**src/adcq_pkg.sv**
```systemverilog
`timescale 1ns / 1ps

package adcq_pkg;

    // signed millivolt fields
    localparam int V_W = 18;
    // resolution register and its write data
    localparam int RES_W = 4;
    localparam logic [RES_W-1:0] RES_RESET = 4'd8;
    localparam logic [RES_W-1:0] RES_MIN = 4'd2;
    // conversion delay register
    localparam int DELAY_W = 20;
    localparam logic [DELAY_W-1:0] DELAY_MAX = 20'd1000000;
    // fraction of the difference handed to the divider sits above this many bits
    localparam int REM_W = V_W + 1;

    // configuration register indexes
    localparam int CFG_IDX_W = 1;
    localparam logic [CFG_IDX_W-1:0] CFG_RES = 1'b0;
    localparam logic [CFG_IDX_W-1:0] CFG_DELAY = 1'b1;

    typedef enum logic [4:0] {
        S_IDLE = 5'b00001,
        S_PREP = 5'b00010,
        S_MUL  = 5'b00100,
        S_DIV  = 5'b01000,
        S_UPD  = 5'b10000
    } t_state;

endpackage

```
**src/adc_quantizer_with_latency.sv**
```systemverilog
`timescale 1ns / 1ps

// A request accepted in S_IDLE passes S_PREP, S_MUL, S_DIV (one restoring-divider step
//   per quotient bit) and S_UPD when a code is worked out, or goes from S_PREP straight
//   to S_UPD when a pin is open or the references are out of order. A finished result
//   waits in S_UPD until the output register is free; only then is a new request taken.
// The input side stalls while a request is in flight; a finished result waits in the
//   output register. Reset (synchronous, active low) sets 8 bits, zero delay, no output.
module adc_quantizer_with_latency
    import adcq_pkg::*;
#(
    parameter int MAX_BITS   = 12,
    parameter int TIME_WIDTH = 48
) (
    input  logic                  i_clk,
    input  logic                  i_rst_n,
    // input request channel
    input  logic                  i_valid,
    output logic                  o_stall,
    input  logic signed [V_W-1:0] i_vin_mv,
    input  logic                  i_vin_connected,
    input  logic signed [V_W-1:0] i_vref_low_mv,
    input  logic                  i_vref_low_connected,
    input  logic signed [V_W-1:0] i_vref_high_mv,
    input  logic                  i_vref_high_connected,
    input  logic [TIME_WIDTH-1:0] i_now_us,
    // result channel
    output logic                  o_valid,
    input  logic                  i_stall,
    output logic [MAX_BITS-1:0]   o_out_code,
    output logic                  o_out_valid,
    output logic                  o_busy_res,
    output logic                  o_warn_input_floating,
    output logic                  o_warn_ref_open,
    output logic                  o_warn_ref_order,
    // configuration write channel
    input  logic                  i_cfg_valid,
    output logic                  o_cfg_ready,
    input  logic [CFG_IDX_W-1:0]  i_cfg_index,
    input  logic [DELAY_W-1:0]    i_cfg_data
);

    localparam int NUM_W = MAX_BITS + REM_W + 1;

    t_state r_state, n_state;

    // configuration
    logic [RES_W-1:0]   r_res;
    logic [DELAY_W-1:0] r_delay;

    // converter state
    logic [MAX_BITS-1:0]   r_cur, n_cur;
    logic [MAX_BITS-1:0]   r_sched, n_sched;
    logic [TIME_WIDTH-1:0] r_apply, n_apply;
    logic                  r_have, n_have;
    logic                  r_wait, n_wait;

    // request being worked on
    logic signed [V_W-1:0] r_vin, r_vlo, r_vhi;
    logic                  r_vin_ok, r_vlo_ok, r_vhi_ok;
    logic [TIME_WIDTH-1:0] r_now;
    logic [V_W-1:0]        r_n, r_d;
    logic                  r_ok;
    logic                  r_warn_order;
    logic [TIME_WIDTH-1:0] r_tnew;
    logic [MAX_BITS-1:0]   r_target;

    logic r_out_valid;

    // datapath
    logic signed [V_W:0]   w_diff;
    logic signed [V_W:0]   w_nraw;
    logic                  w_all_conn;
    logic                  w_ok;
    logic [V_W-1:0]        w_n;
    logic [NUM_W-1:0]      w_num;
    logic [TIME_WIDTH:0]   w_tsum;
    logic [TIME_WIDTH-1:0] w_tsat;
    logic                  w_div_start;
    logic                  w_div_done;
    logic [MAX_BITS-1:0]   w_div_quo;
    logic                  w_commit;
    logic                  w_resched;

    // configuration
    logic                  w_cfg_we;
    logic [RES_W-1:0]      w_bits;
    logic [MAX_BITS-1:0]   w_mcode;

    assign o_stall     = (r_state != S_IDLE);
    assign o_cfg_ready = (r_state == S_IDLE);
    assign o_valid     = r_out_valid;
    assign w_cfg_we    = i_cfg_valid && o_cfg_ready;
    assign w_commit    = (r_state == S_UPD) && (!r_out_valid || !i_stall);
    assign w_div_start = (r_state == S_MUL);

    always_comb begin
        w_diff     = $signed({r_vhi[V_W-1], r_vhi}) - $signed({r_vlo[V_W-1], r_vlo});
        w_nraw     = $signed({r_vin[V_W-1], r_vin}) - $signed({r_vlo[V_W-1], r_vlo});
        w_all_conn = r_vin_ok && r_vlo_ok && r_vhi_ok;
        w_ok       = w_all_conn && (w_diff > 0);
        priority if (w_nraw < 0) begin
            w_n = '0;
        end else if (w_nraw > w_diff) begin
            w_n = w_diff[V_W-1:0];
        end else begin
            w_n = w_nraw[V_W-1:0];
        end
    end

    // 2*n*(2^bits - 1) + d as shift and subtract
    always_comb begin
        w_num  = (((NUM_W'(r_n) << r_res) - NUM_W'(r_n)) << 1) + NUM_W'(r_d);
        w_tsum = {1'b0, r_now} + (TIME_WIDTH + 1)'(r_delay);
        w_tsat = w_tsum[TIME_WIDTH] ? {TIME_WIDTH{1'b1}} : w_tsum[TIME_WIDTH-1:0];
    end

    adcq_div #(
        .MAX_BITS (MAX_BITS)
    ) u_div (
        .i_clk   (i_clk),
        .i_rst_n (i_rst_n),
        .i_start (w_div_start),
        .i_num   (w_num),
        .i_den   ({r_d, 1'b0}),
        .o_done  (w_div_done),
        .o_quo   (w_div_quo)
    );

    always_comb begin
        n_state = r_state;
        unique case (r_state)
            S_IDLE: if (i_valid) n_state = S_PREP;
            S_PREP: n_state = w_ok ? S_MUL : S_UPD;
            S_MUL:  n_state = S_DIV;
            S_DIV:  if (w_div_done) n_state = S_UPD;
            S_UPD:  if (w_commit) n_state = S_IDLE;
            default: n_state = S_IDLE;
        endcase
    end

    // resolution write: clamp to 2..MAX_BITS, then clamp the stored codes
    always_comb begin
        priority if (i_cfg_data[RES_W-1:0] < RES_MIN) begin
            w_bits = RES_MIN;
        end else if (i_cfg_data[RES_W-1:0] > MAX_BITS) begin
            w_bits = RES_W'(MAX_BITS);
        end else begin
            w_bits = i_cfg_data[RES_W-1:0];
        end
        w_mcode = ~({MAX_BITS{1'b1}} << w_bits);
    end

    always_comb begin
        n_cur   = r_cur;
        n_sched = r_sched;
        n_apply = r_apply;
        n_have  = r_have;
        n_wait  = r_wait;
        w_resched = r_wait ? (r_target != r_sched) : (!r_have || (r_target != r_cur));
        if (w_cfg_we && (i_cfg_index == CFG_RES)) begin
            if (r_cur > w_mcode) n_cur = w_mcode;
            if (r_sched > w_mcode) n_sched = w_mcode;
        end else if (w_commit) begin
            if (r_ok && w_resched) begin
                n_sched = r_target;
                n_apply = r_tnew;
                n_wait  = 1'b1;
            end
            // a pending code completes once its time is reached
            if (n_wait && (r_now >= n_apply)) begin
                n_cur  = n_sched;
                n_have = 1'b1;
                n_wait = 1'b0;
            end
        end
    end

    always_ff @(posedge i_clk) begin
        if (!i_rst_n) begin
            r_state     <= S_IDLE;
            r_res       <= RES_RESET;
            r_delay     <= '0;
            r_cur       <= '0;
            r_sched     <= '0;
            r_apply     <= '0;
            r_have      <= 1'b0;
            r_wait      <= 1'b0;
            r_out_valid <= 1'b0;
        end else begin
            r_state <= n_state;
            r_cur   <= n_cur;
            r_sched <= n_sched;
            r_apply <= n_apply;
            r_have  <= n_have;
            r_wait  <= n_wait;
            if (w_cfg_we) begin
                unique case (i_cfg_index)
                    CFG_RES:   r_res <= w_bits;
                    CFG_DELAY: r_delay <= (i_cfg_data > DELAY_MAX) ? DELAY_MAX : i_cfg_data;
                    default: ;
                endcase
            end
            if (w_commit) begin
                r_out_valid <= 1'b1;
            end else if (!i_stall) begin
                r_out_valid <= 1'b0;
            end
        end
    end

    always_ff @(posedge i_clk) begin
        if (r_state == S_IDLE && i_valid) begin
            r_vin    <= i_vin_mv;
            r_vlo    <= i_vref_low_mv;
            r_vhi    <= i_vref_high_mv;
            r_vin_ok <= i_vin_connected;
            r_vlo_ok <= i_vref_low_connected;
            r_vhi_ok <= i_vref_high_connected;
            r_now    <= i_now_us;
        end
        if (r_state == S_PREP) begin
            r_n          <= w_n;
            r_d          <= w_diff[V_W-1:0];
            r_ok         <= w_ok;
            r_warn_order <= w_all_conn && !(w_diff > 0);
        end
        if (r_state == S_MUL) begin
            r_tnew <= w_tsat;
        end
        if (r_state == S_DIV && w_div_done) begin
            r_target <= w_div_quo;
        end
        if (w_commit) begin
            o_out_code            <= n_have ? n_cur : '0;
            o_out_valid           <= n_have;
            o_busy_res            <= n_wait;
            o_warn_input_floating <= !r_vin_ok;
            o_warn_ref_open       <= !(r_vlo_ok && r_vhi_ok);
            o_warn_ref_order      <= r_warn_order;
        end
    end

`ifndef ASSERT_OFF
    a_div_done_in_div: assert property (@(posedge i_clk) disable iff (!i_rst_n)
        w_div_done |-> (r_state == S_DIV))
        else $error("divider finished outside the divide state");

    a_res_range: assert property (@(posedge i_clk) disable iff (!i_rst_n)
        (r_res >= RES_MIN) && (r_res <= MAX_BITS))
        else $error("resolution register out of range");

    a_code_zero_without_output: assert property (@(posedge i_clk) disable iff (!i_rst_n)
        (o_valid && !o_out_valid) |-> (o_out_code == '0))
        else $error("nonzero code reported before any conversion completed");

    a_commit_only_after_work: assert property (@(posedge i_clk) disable iff (!i_rst_n)
        w_commit |-> ($past(r_state) == S_PREP || $past(r_state) == S_DIV
                      || $past(r_state) == S_UPD))
        else $error("result committed without a finished request");
`endif

endmodule

```
**src/adcq_div.sv**
```systemverilog
`timescale 1ns / 1ps

module adcq_div
    import adcq_pkg::*;
#(
    parameter int MAX_BITS = 12
) (
    input  logic                    i_clk,
    input  logic                    i_rst_n,
    input  logic                    i_start,
    input  logic [MAX_BITS+REM_W:0] i_num,
    input  logic [REM_W-1:0]        i_den,
    output logic                    o_done,
    output logic [MAX_BITS-1:0]     o_quo
);

    localparam int NUM_W = MAX_BITS + REM_W + 1;
    localparam int CNT_W = $clog2(MAX_BITS + 1);
    localparam logic [CNT_W-1:0] LAST = CNT_W'(MAX_BITS - 1);

    logic                r_busy;
    logic                r_done;
    logic [CNT_W-1:0]    r_cnt;
    logic [REM_W-1:0]    r_rem;
    logic [REM_W-1:0]    r_den;
    logic [MAX_BITS-1:0] r_low;

    logic [REM_W:0] w_trial;
    logic           w_fit;
    logic [REM_W:0] w_diff;

    // quotient fits MAX_BITS bits, so the upper part of the numerator is below den
    always_comb begin
        w_trial = {r_rem, r_low[MAX_BITS-1]};
        w_fit   = w_trial >= {1'b0, r_den};
        w_diff  = w_trial - {1'b0, r_den};
    end

    always_ff @(posedge i_clk) begin
        if (!i_rst_n) begin
            r_busy <= 1'b0;
            r_done <= 1'b0;
            r_cnt  <= '0;
        end else begin
            r_done <= r_busy && (r_cnt == LAST);
            if (i_start) begin
                r_busy <= 1'b1;
                r_cnt  <= '0;
            end else if (r_busy) begin
                r_cnt <= r_cnt + 1'b1;
                if (r_cnt == LAST) begin
                    r_busy <= 1'b0;
                end
            end
        end
    end

    always_ff @(posedge i_clk) begin
        if (i_start) begin
            r_rem <= i_num[NUM_W-2 -: REM_W];
            r_low <= i_num[MAX_BITS-1:0];
            r_den <= i_den;
        end else if (r_busy) begin
            // one restoring step: shift in the next numerator bit, keep the quotient bit
            r_rem <= w_fit ? w_diff[REM_W-1:0] : w_trial[REM_W-1:0];
            r_low <= {r_low[MAX_BITS-2:0], w_fit};
        end
    end

    assign o_done = r_done;
    assign o_quo  = r_low;

endmodule

```
**config.mk**
```make
export PLATFORM = sky130hd
export DESIGN_NAME = adc_quantizer_with_latency
export DESIGN_NICKNAME = d
export VERILOG_FILES = /design/src/adcq_pkg.sv /design/src/adc_quantizer_with_latency.sv /design/src/adcq_div.sv
export SDC_FILE = /design/constraint.sdc
export NUM_CORES = 1
export LEC_CHECK = 0
export BUFFER_PORTS_ARGS = -buffer_cell sky130_fd_sc_hd__buf_4
export CORE_MARGIN = 3
export CORE_UTILIZATION = 40
export CTS_CLUSTER_DIAMETER = 120
export DETAILED_ROUTE_END_ITERATION = 16
export PLACE_DENSITY_LB_ADDON = 0.3
export SETUP_SLACK_MARGIN = 0.3
export SYNTH_ARGS = -nofsm -noshare
export SYNTH_HDL_FRONTEND = slang
export SYNTH_SLANG_ARGS = --single-unit
export TNS_END_PERCENT = 100
```
**constraint.sdc**
```tcl
create_clock -name i_clk -period 9.95 [get_ports i_clk]
set_input_delay 1.4925 -clock i_clk [delete_from_list [all_inputs] [get_ports i_clk]]
set_output_delay 1.4925 -clock i_clk [all_outputs]
set_load 0.01 [all_outputs]
```
==> results of run 1 <==
layout make-up:
class	count	area share (%)
timing repair buffer	172	4.747
clock buffer	65	4.642
sequential	379	37.80
multi-input combinational	1807	46.46
clock inverter	21	1.201
tap	765	3.519
inverter	118	1.633
cells by family (layout without fill, tap and decap cells):
kind of cell | Yosys count | in the layout | share of synthesized area (%)
and+or+nand+nor | 749 | 749 | 15.02
AOI/OAI and AO/OA | 579 | 579 | 15.75
DFF | 379 | 379 | 43.48
adders and majority gates | 206 | 206 | 11.09
buffers and inverters | 200 | 376 | 3.313
xor gates and xnor gates | 149 | 149 | 5.520
muxes | 120 | 120 | 5.796
other | 2 | 4 | 0.03177
flip-flops by register name, indices dropped and copies added (netlist names), 19 cells and up:
| signal | count |
|---|---|
| r_apply | 48 |
| r_now | 48 |
| r_tnew | 48 |
| r_delay | 20 |
| u_div.r_rem | 19 |
power breakdown:
group	internal (uW)	total, uW	switching (uW)
combinational	696	1650	959
clock	1070	1760	687
sequential	1830	1900	70.2
final timing paths:
kind / startpoint / end / slack, ns
max: r_target[8] / o_out_code[7] / 4.19
min: r_warn_order / o_warn_ref_order / 0.42
max reg2reg: r_target[8] / o_out_code[7] / 4.19
min reg2reg: r_warn_order / o_warn_ref_order / 0.42
critical path, stage by stage (launching register included):
cell      delay [ns]
edfxtp_1        0.45
xor2_1          0.20
nor4_1          0.35
nand4_1         0.18
o21ai_0         0.33
a21oi_4         0.07
buf_4           0.40
mux2_2          0.38
ha_1            0.26
nand2b_1        0.17
a21o_1          0.18
a21oi_1         0.17
o221ai_1        0.12
o21ai_0         0.32
a31oi_1         0.18
nor2_1          0.13
o211a_1         0.91
nand2_1         0.44
o22ai_1         0.27
cells in the mapped netlist, types with 10 or more instances:
cell and instances:
nor3_1 41, and2_1 20, nand3_1 39, a21oi_1 203, nor2b_1 29, ha_1 200
clkbuf_1 67, inv_1 116, or2_2 11, xnor2_1 83, nand2_1 266, o22ai_1 15
mux4_2 11, a22oi_1 23, mux2i_1 98, nand4_1 34, xor2_1 66, a21o_1 55
o21a_1 42, and3_1 24, o211ai_1 15, a31oi_1 21, o31ai_1 10, nand2b_1 39
dfxtp_1 110, edfxtp_1 269, nor2_1 188, o21bai_1 11, nor4_1 17, o21ai_0 85
a211oi_1 30
layer usage:
metal | vias up | global-route usage [%] | wire length, um
met1 | 8838 | 24.59 | 26430
met4 | 0 | 6.200 | 1654
met5 | - | 0 | 0
met2 | 505 | 33.45 | 29810
li1 | 8995 | - | -
met3 | 111 | 2.704 | 3180
through the flow:
stage	util, %	cell area (sq um)	worst slack (ns)	instances
finish	46.78	27200	4.192	3327
global route	46.78	27200	3.762	3327
CTS	46.78	27200	4.080	3327
detailed placement	44.05	25610	4.088	3241
global placement	44.05	25610	4.079	3241
floorplan	-	23650	4.295	2386
==> summary.md, run 1 <==
| Metric | Value |
|---|---|
| LEAKAGE | 0.01096 uW |
| 1st-pass router iterations | 7 |
| CTS tree | done |
| Worst hold stages | 0 |
| Area Overhead vs Synth | 15.05% |
| Die H | 249.1 um |
| Top post-synthesis cells by area | edfxtp_1, ha_1, dfxtp_1 |
| Hold Vio Cnt, Final | 0 |
| Remaining DRCs | 0 |
| Routability cong. | 0.9120 |
| Post-synth top area cell | edfxtp_1 |
| # H-tree levels | 2 |
| Hold buffers post-CTS | 0 |
| PostCTS Resize Cnt | 0 |
| Hold slack | 0.4176 ns |
| Layout Nets | 2,861 |
| GRT Util Overall | 19.19% |
| Pwr/cell area | 195.6 nW/um^2 |
| Vias in the first global route | 18,410 |
| Worst skew pair latency | 0.60 ns |
| Root Driver | clkbuf_16 |
| EDFF count, synth | 269 |
| Pin count of the biggest net entering global routing | 65 |
| Yosys top cell area share | 34.17% |
| ANT cells | 0 |
| Min-Delay Path Class | reg -> reg |
| Core footprint | 58,140 sq um |
| Worst path arrival time | 6.16 ns |
| Startpoint class of the critical path | register |
| TNS Setup | 0 ns |
| Vias | 18,450 |
| Grt ovf | 0 |
| RSZ-0062 raised after global routing | false |
| Number of buffers created by CTS | 46 |
| # fillers | 5,425 |
| PortBufs | 150 |
| Initial antenna violation count | 0 |
| Drt initial violations | 1,194 |
| Final Critical Period | 5.758 ns |
| Period utilisation layout | 57.87% |
| Crit Path Class | reg -> reg |
| Worst Skew | 0.02836 ns |
| Design Power | 5319 uW |
| Multi-input logic area | 12,640 sq um |
| Slew Viols, Final | 0 |
| Max_cap viols | 0 |
| I/O pin cnt | 151 |
| Global-route wire length before repair | 97.50 mm |
| Status | completed |
| Starting Density | 40.66% |
| Synth warn | 0 |
| # clock sinks | 379 |
| Critical path peak fanout | 46 |
| Via density | 5.545 |
| Max VDD drop | 0.1506 mV |
| Post-Route WL | 61.08 mm |
| Sequential share of the synthesized area | 43.48% |
| Post-Syn Area per Cell | 9.916 sq um |
| Setup violators final | 0 |
| Crit path required time | 10.36 ns |
| Routed len/inst | 18.36 um |
| Die X | 249.1 um |
| Clock Tree Buf Depth | 3 |
| Synthesized flop and latch total | 379 |
| Commonest cells after routing, fill and taps aside | edfxtp_1, nand2_1, a21oi_1, ha_1, nor2_1 |
| Netlist cell types | 83 |
| FF-to-FF path depth | 18 |
| Synth Cell Area | 23,640 sq um |
| Slew HR | 21.68% |
| Number of nets with antenna violations after routing | 0 |
| Top FF cell, synth | edfxtp_1 |
| Setup Fix Bufs, Post-CTS | 0 |
| Sequential cell area | 10,280 sq um |
| Clock transition at path regs | 0.06 ns |
| Async SR Flop Fraction | 0% |
| Peak Freq | 173.7 MHz |
| Most common cell after layout, fill and taps aside | edfxtp_1 |
| Setup crit end kind | register |
| Share of cells above drive strength 1 | 11.79% |
| Detail Placement HPWL | 44.96 mm |
| Worst Max-Slew Pin Slew | 1.170 ns |
| Site Rows | 88 |
| Post-synthesis instance total | 2,384 |
| Die Area | 62,050 sq um |
No activity file was read; power rests on OpenSTA's default activity.
==> run 2: changes to the inputs <==
==> constraint.sdc (replaced) <==
create_clock -name i_clk -period 4.8 [get_ports i_clk]
set_input_delay 0.72 -clock i_clk [delete_from_list [all_inputs] [get_ports i_clk]]
set_output_delay 0.72 -clock i_clk [all_outputs]
set_load 0.01 [all_outputs]
==> run 2 against run 1 <==
First-iteration DRC count down 13%. Sequential power up 110%. Die area unchanged. Register-to-register slack worse by 4.2 ns. Non-clock buffer count is 186 higher. Count of clock-buffer cells in the layout shrank 12.
==> summary.md, run 2 (synthesis gave the netlist of run 1 again) <==
| Metric | Value |
|---|---|
| Worst skew pair latency | 0.60 ns (about the same) |
| Vias | 19,050 (+3.2%) |
| # H-tree levels | 2 (unchanged) |
| Met3 Usage GRT | 3.017% (+0.31 points) |
| Global-route wire length before repair | 99.50 mm (+2.1%) |
| Via density | 5.425 (-2.2%) |
| Met2 Use GR | 34.57% (+1.1 points) |
| Hold Crit Endpoint | r_now[14] |
| Crit Reg-Reg Startpoint | r_res[1] |
| Setup crit end kind | register |
| Worst path arrival time | 5.10 ns (-1.06 ns) |
| Routability cong. | 0.9382 (+2.9%) |
| Util after Layout | 50.87% (+4.1 points) |
| CTS tree | done |
| Reg2Reg Setup Slack | 0.004 ns (-4.19 ns) |
| RSZ-0062 raised after global routing | true |
| GRT Util Overall | 19.54% (+0.34 points) |
| Root Driver | clkbuf_16 |
| Slew Viols, Final | 0 (unchanged) |
| Pin count of the biggest net entering global routing | 64 (-1.5%) |
| FF-to-FF path depth | 27 (+9) |
| Die X | 249.1 um (unchanged) |
| Regs by FF count | r_apply (48), r_now (48), r_tnew (48) |
| Gr busiest metal | met2 |
| # clock sinks | 379 (unchanged) |
| Die H | 249.1 um (unchanged) |
| Period utilisation layout | 99.92% (+42 points) |
| Worst hold stages | 1 (+1) |
| Max VDD drop | 0.3242 mV (+120%) |
| # fillers | 5,151 (-5.1%) |
| Max_cap viols | 0 (unchanged) |
| Slew HR | 28.47% (+6.8 points) |
| Worst Max-Slew Pin Slew | 1.069 ns (-0.1015 ns) |
| Vias in the first global route | 18,940 (+2.9%) |
| Pwr/cell area | 411.1 nW/um^2 (+110%) |
| 1st-pass router iterations | 5 (-2) |
| Initial antenna violation count | 1 (+1) |
| Worst Skew | 0.01887 ns (-0.009483 ns) |
| Number of nets with antenna violations after routing | 0 (unchanged) |
| Global Route met1 Usage | 24.38% (-0.21 points) |
| Starting Density | 40.66% (unchanged) |
| Post-Route WL | 63.77 mm (+4.4%) |
| Layout Nets | 3,047 (+6.5%) |
| Status | completed |
| Worst r2r dst | u_div.r_rem[8] |
| Clock Tree Buf Depth | 3 (unchanged) |
| Number of buffers created by CTS | 46 (unchanged) |
| Drt initial violations | 1,041 (-13%) |
| Share of cells above drive strength 1 | 22.30% (+11 points) |
| Grt ovf | 0 (unchanged) |
| Worst setup path startpoint | r_res[1] |
| Crit path required time | 5.10 ns (-5.26 ns) |
| Remaining DRCs | 0 (unchanged) |
| Cell Count Post-Placement | 3,358 (+3.6%) |
| Fin cells | 3,511 (+5.5%) |
| Die Area | 62,050 sq um (unchanged) |
| Site Rows | 88 (unchanged) |
| Most common cell after layout, fill and taps aside | buf_4 |
| Core footprint | 58,140 sq um (unchanged) |
| Area Overhead vs Synth | 25.09% |
| Hold buffers post-CTS | 0 (unchanged) |
| PortBufs | 150 (unchanged) |
| Startpoint class of the critical path | register |
| Critical hold path startpoint | i_now_us[14] |
| Routed len/inst | 18.16 um (-1.1%) |
| Hold Vio Cnt, Final | 0 (unchanged) |
| Detail Placement HPWL | 46.18 mm (+2.7%) |
| Final Critical Period | 4.796 ns (-0.9620 ns) |
| LEAKAGE | 0.01211 uW (+11%) |
| Commonest cells after routing, fill and taps aside | buf_4, edfxtp_1, nand2_1, ha_1, a21oi_1 |
| I/O pin cnt | 151 (unchanged) |
| Peak Freq | 208.5 MHz (+20%) |
| Clock transition at path regs | 0.06 ns (about the same) |
| Setup violators final | 0 (unchanged) |
| Crit Path Class | reg -> reg |
| Critical path peak fanout | 7 (-85%) |
| Min-Delay Path Class | in -> reg |
## run 2: worst max-delay path by stage
stage,to,cells past startpoint
after floorplan,u_div.r_rem[9],30
after global placement,u_div.r_rem[9],22
after detailed placement,u_div.r_rem[13],21
after CTS,u_div.r_rem[18],26
after global routing,u_div.r_rem[18],25
final,u_div.r_rem[8],27
## run 2: metal layers
layer / vias to the layer above / wire [um] / part of all wire, %
li1: 9380 / - / -
met1: 9135 / 27490 / 43
met2: 405 / 31620 / 50
met3: 127 / 2606 / 4.1
met4: 0 / 2058 / 3.2
met5: - / 0 / 0
## run 2: per-stage QoR
step	instance area [sq um]	hold slack [ns]	TNS (ns)	worst slack, ns	total power [uW]
6_report	29570	0.2927	0	0.003693	12160
5_1_grt	29570	0.2570	-2.044	-0.2555	12850
4_1_cts	28530	0.2530	0	0.04595	11700
3_5_place_dp	26610	0.4062	-0.3370	-0.1154	7806
3_3_place_gp	26610	0.4103	-0.1169	-0.06671	7722
2_1_floorplan	23770	0.4003	-0.3618	-0.1164	6638
## run 2: timing repair
action                                  CTS  global route
buffers inserted                         15            49
hold endpoints to repair                  0             0
gates resized for setup                  52           132
cloned                                    2             3
pin swaps                                34            73
endpoints found under the setup margin   55            62
## run 2: power by group
group | switching, uW | internal [uW] | leakage [uW]
Combinational | 2400 | 2230 | 0.00803
Sequential | 147 | 3800 | 0.00334
Clock | 1470 | 2110 | 0.000743
Total | 4020 | 8140 | 0.0121
## run 2: layout make-up
class,instances,area (sq um),area share (%)
Clock buffer,53,1187,4.015
Multi-Input combinational cell,1807,13360,45.19
Sequential cell,379,10280,34.77
Antenna cell,1,2.502,0.008462
Inverter,118,444.2,1.502
Tap cell,765,957.2,3.237
Timing Repair Buffer,358,2978,10.07
Clock inverter,30,356.6,1.206
## run 2: critical path, stage by stage (launching register included)
cell	delay [ns]
dfxtp_4	0.45
mux2i_4	0.27
nand2_1	0.10
nand2_2	0.09
nor2_2	0.04
a31oi_2	0.17
nor2_1	0.07
ha_1	0.31
o211ai_1	0.11
a21oi_2	0.06
nor2b_1	0.15
nand2_1	0.10
a31o_2	0.24
a21o_1	0.18
xor2_1	0.15
ha_1	0.35
and4_4	0.25
o211ai_1	0.11
a21oi_2	0.18
nor4b_4	0.07
o21ai_2	0.14
nand2_1	0.09
a21o_1	0.25
buf_6	0.14
buf_6	0.11
nor2_4	0.09
xor2_2	0.16
a21oi_1	0.08
==> run 3: changes to the inputs <==
==> constraint.sdc (replaced) <==
create_clock -name i_clk -period 4.8 [get_ports i_clk]
set_input_delay 0.24 -clock i_clk [delete_from_list [all_inputs] [get_ports i_clk]]
set_output_delay 0.24 -clock i_clk [all_outputs]
set_load 0.01 [all_outputs]
==> run 3 against run 2 <==
Critical path depth decreased by 3. Sequential share of layout area down 1.6 points. Die area unchanged. Combinational power grew 5.0%. Non-clock buffer count rose by 145. Sequential power about the same. Register-to-register slack about the same. Worst hold slack worse by 0.25 ns. Critical endpoint is now u_div.r_rem[12]. Largest cell class unchanged.
==> summary.md, run 3 (synthesis gave the netlist of run 1 again) <==
| Metric | Value |
|---|---|
| Starting Density | 40.66% (unchanged) |
| Commonest cells after routing, fill and taps aside | buf_4, edfxtp_1, nand2_1, ha_1, a21oi_1 |
| Buf/Inv on CP | 3 (+1) |
| Core footprint | 58,140 sq um (unchanged) |
| Period utilisation layout | 99.81% (-0.12 points) |
| Vias | 19,540 (+2.6%) |
| Worst setup path end | u_div.r_rem[12] |
| Worst stage delay on the critical path | 0.52 ns (+0.07 ns) |
| Most common cell after layout, fill and taps aside | buf_4 |
| FF-to-FF path depth | 24 (-11%) |
| Reg power frac | 31.9% (-0.6 points) |
| Global-route wire length before repair | 104.1 mm (+4.6%) |
| Pwr/cell area | 398.8 nW/um^2 (-3.0%) |
| Via density | 5.346 (-1.5%) |
| Layout Nets | 3,191 (+4.7%) |
| Clock Tree Buf Depth | 3 (unchanged) |
| Detail Placement HPWL | 46.23 mm (about the same) |
| Util after Layout | 53.39% (+2.5 points) |
| Area Overhead vs Synth | 31.29% |
| Die H | 249.1 um (unchanged) |
| Max VDD drop | 0.3274 mV (+0.99%) |
| Worst setup path startpoint | r_res[1] |
| Worst path cell trace | buf_12 > buf_6 > mux4_2 > o21ai_4 > nor2_2 > ha_1 > o21ai_1 > nand2b_1 > a31o_2 > a21o_1 > xor2_1 > ha_1 > and4_4 > o211ai_1 > a21oi_2 > nor4b_4 > o21ai_2 > nand2_2 > a21o_4 > buf_4 > nor2_2 > nand3b_1 > xor2_1 > a21oi_1 |
| Worst r2r dst | u_div.r_rem[12] |
| 1st-pass router iterations | 5 (unchanged) |
| Clock power share | 28.8% (-0.7 points) |
| Setup crit end kind | register |
| Power share of the combinational group | 39.3% (+1.2 points) |
| CTS tree | done |
| Hold slack | 0.04624 ns (-0.2465 ns) |
| Crit Path Class | reg -> reg |
| P_sw | 4048 uW (+0.79%) |
| RSZ-0062 raised after global routing | true |
| Clock transition at path regs | 0.06 ns (about the same) |
| Hold Vio Cnt, Final | 0 (unchanged) |
| Grt ovf | 0 (unchanged) |
| Int Power | 8329 uW (+2.3%) |
| Site Rows | 88 (unchanged) |
| Die Area | 62,050 sq um (unchanged) |
| Worst path arrival time | 5.09 ns (about the same) |
| Routability cong. | 0.9386 (about the same) |
| Reg2Reg Setup Slack | 0.009 ns (about the same) |
| # fillers | 5,029 (-2.4%) |
| Post-Route WL | 65.87 mm (+3.3%) |
| Slew Viols, Final | 0 (unchanged) |
| # clock sinks | 379 (unchanged) |
| Critical path peak fanout | 6 (-1) |
| Worst Max-Slew Pin Slew | 1.139 ns (+0.06982 ns) |
| Setup violators final | 0 (unchanged) |
| Final Critical Period | 4.791 ns (-0.005634 ns) |
| Remaining DRCs | 0 (unchanged) |
| Die X | 249.1 um (unchanged) |
| Startpoint class of the critical path | register |
| Worst Skew | 0.04997 ns (+0.03110 ns) |
| Switching part of the total | 32.71% (-0.33 points) |
| I/O pin cnt | 151 (unchanged) |
| Initial antenna violation count | 1 (unchanged) |
| Drt initial violations | 1,107 (+6.3%) |
| Top Family by Delay on Critical Path | compound AO/OA/AOI/OAI gates |
| Regs by FF count | r_apply (48), r_now (48), r_tnew (48) |
| LEAKAGE | 0.01276 uW (+5.4%) |
| PortBufs | 150 (unchanged) |
| Max_cap viols | 0 (unchanged) |
| Status | completed |
| Min-Delay Path Class | in -> reg |
| Crit Reg-Reg Startpoint | r_res[1] |
| Number of nets with antenna violations after routing | 0 (unchanged) |
| Routed len/inst | 18.02 um (-0.81%) |
| Slew HR | 23.80% (-4.7 points) |
| Vias in the first global route | 19,760 (+4.3%) |
| GRT Util Overall | 20.41% (+0.88 points) |
| Number of buffers created by CTS | 45 (-2.2%) |
| Worst path depth | 24 (-11%) |
| Worst skew pair latency | 0.61 ns (about the same) |
| Root Driver | clkbuf_16 |
| Pin count of the biggest net entering global routing | 62 (-3.1%) |
| Worst path slowest cell | mux4_2 |
| Share of cells above drive strength 1 | 21.76% (-0.53 points) |
| # H-tree levels | 2 (unchanged) |
| Worst hold stages | 3 (+2) |
| Crit path required time | 5.10 ns (about the same) |
| Peak Freq | 208.7 MHz (+0.12%) |
==> run 3: cell count changes in the layout (fill, tap and decap cells not counted), sizes merged <==
cell	previous run	this run
buf	355	374
clkbuf	56	59
clkinv	18	19
clkinvlp	4	2
dlygate4sd3	0	126
inv	120	118
==> run 3: final cells by class <==
type / count / area (sq um) / share of cell area [%]
tap: 765 / 957.2 / 3.084
clock inverter: 27 / 342.8 / 1.105
inverter: 118 / 444.2 / 1.431
sequential: 379 / 10280 / 33.13
antenna: 1 / 2.502 / 0.008063
timing repair buffer: 503 / 4393 / 14.15
clock buffer: 56 / 1207 / 3.890
multi-input combinational: 1807 / 13410 / 43.20
==> run 3: worst min path at each step <==
stage	startpoint	endpoint	slack [ns]
after global placement	r_warn_order	o_warn_ref_order	0.41
after global routing	i_stall	o_valid	0.04
after floorplan	i_now_us[0]	r_now[0]	0.34
after detailed placement	r_warn_order	o_warn_ref_order	0.41
final	i_stall	o_valid	0.05
after CTS	i_stall	o_valid	0.01
==> run 3: per-stage QoR <==
step | setup WS (ns) | instance area (sq um) | total power, uW | TNS [ns] | std cells
2_1_floorplan | -0.1164 | 23770 | 6638 | -0.3618 | 2386
3_3_place_gp | -0.05153 | 26580 | 7729 | -0.07181 | 3354
3_5_place_dp | -0.1133 | 26580 | 7797 | -0.4726 | 3354
4_1_cts | 0.06938 | 29870 | 11820 | 0 | 3592
5_1_grt | -0.2144 | 31040 | 13080 | -1.489 | 3656
6_report | 0.009327 | 31040 | 12380 | 0 | 3656
==> run 3: power groups by stage <==
stage	Sequential (uW)	Clock [uW]	Combinational, uW
after floorplan	3960	0	2680
after global placement	4010	0	3720
after detailed placement	4010	0	3790
after CTS	3940	3650	4220
after global routing	3960	3810	5310
final	3950	3570	4860
==> run 3: timing repair <==
action / in CTS / in global routing
setup endpoints to repair: 56 / 60
resized for setup: 61 / 142
gates cloned: 1 / 3
setup buffers: 28 / 60
hold buffers: 126 / 0
endpoints found under the hold margin: 127 / 0
pin swaps: 29 / 99
==> run 3: per-layer routing <==
layer | global-route usage, % | part of all wire (%) | vias up
li1 | - | - | 9662
met3 | 2.662 | 4.2 | 118
met2 | 36.59 | 50 | 482
met1 | 25.29 | 42 | 9282
met4 | 6.963 | 3.6 | 0
met5 | 0 | 0 | -
==> run 3: worst register-to-register path, stage by stage (launching register included) <==
cell and delay [ns]:
dfxtp_4 0.43, buf_12 0.14, buf_6 0.09, mux4_2 0.52
o21ai_4 0.18, nor2_2 0.06, ha_1 0.31, o21ai_1 0.08
nand2b_1 0.08, a31o_2 0.25, a21o_1 0.17, xor2_1 0.14
ha_1 0.33, and4_4 0.26, o211ai_1 0.12, a21oi_2 0.18
nor4b_4 0.08, o21ai_2 0.15, nand2_2 0.09, a21o_4 0.23
buf_4 0.13, nor2_2 0.11, nand3b_1 0.11, xor2_1 0.18
a21oi_1 0.09
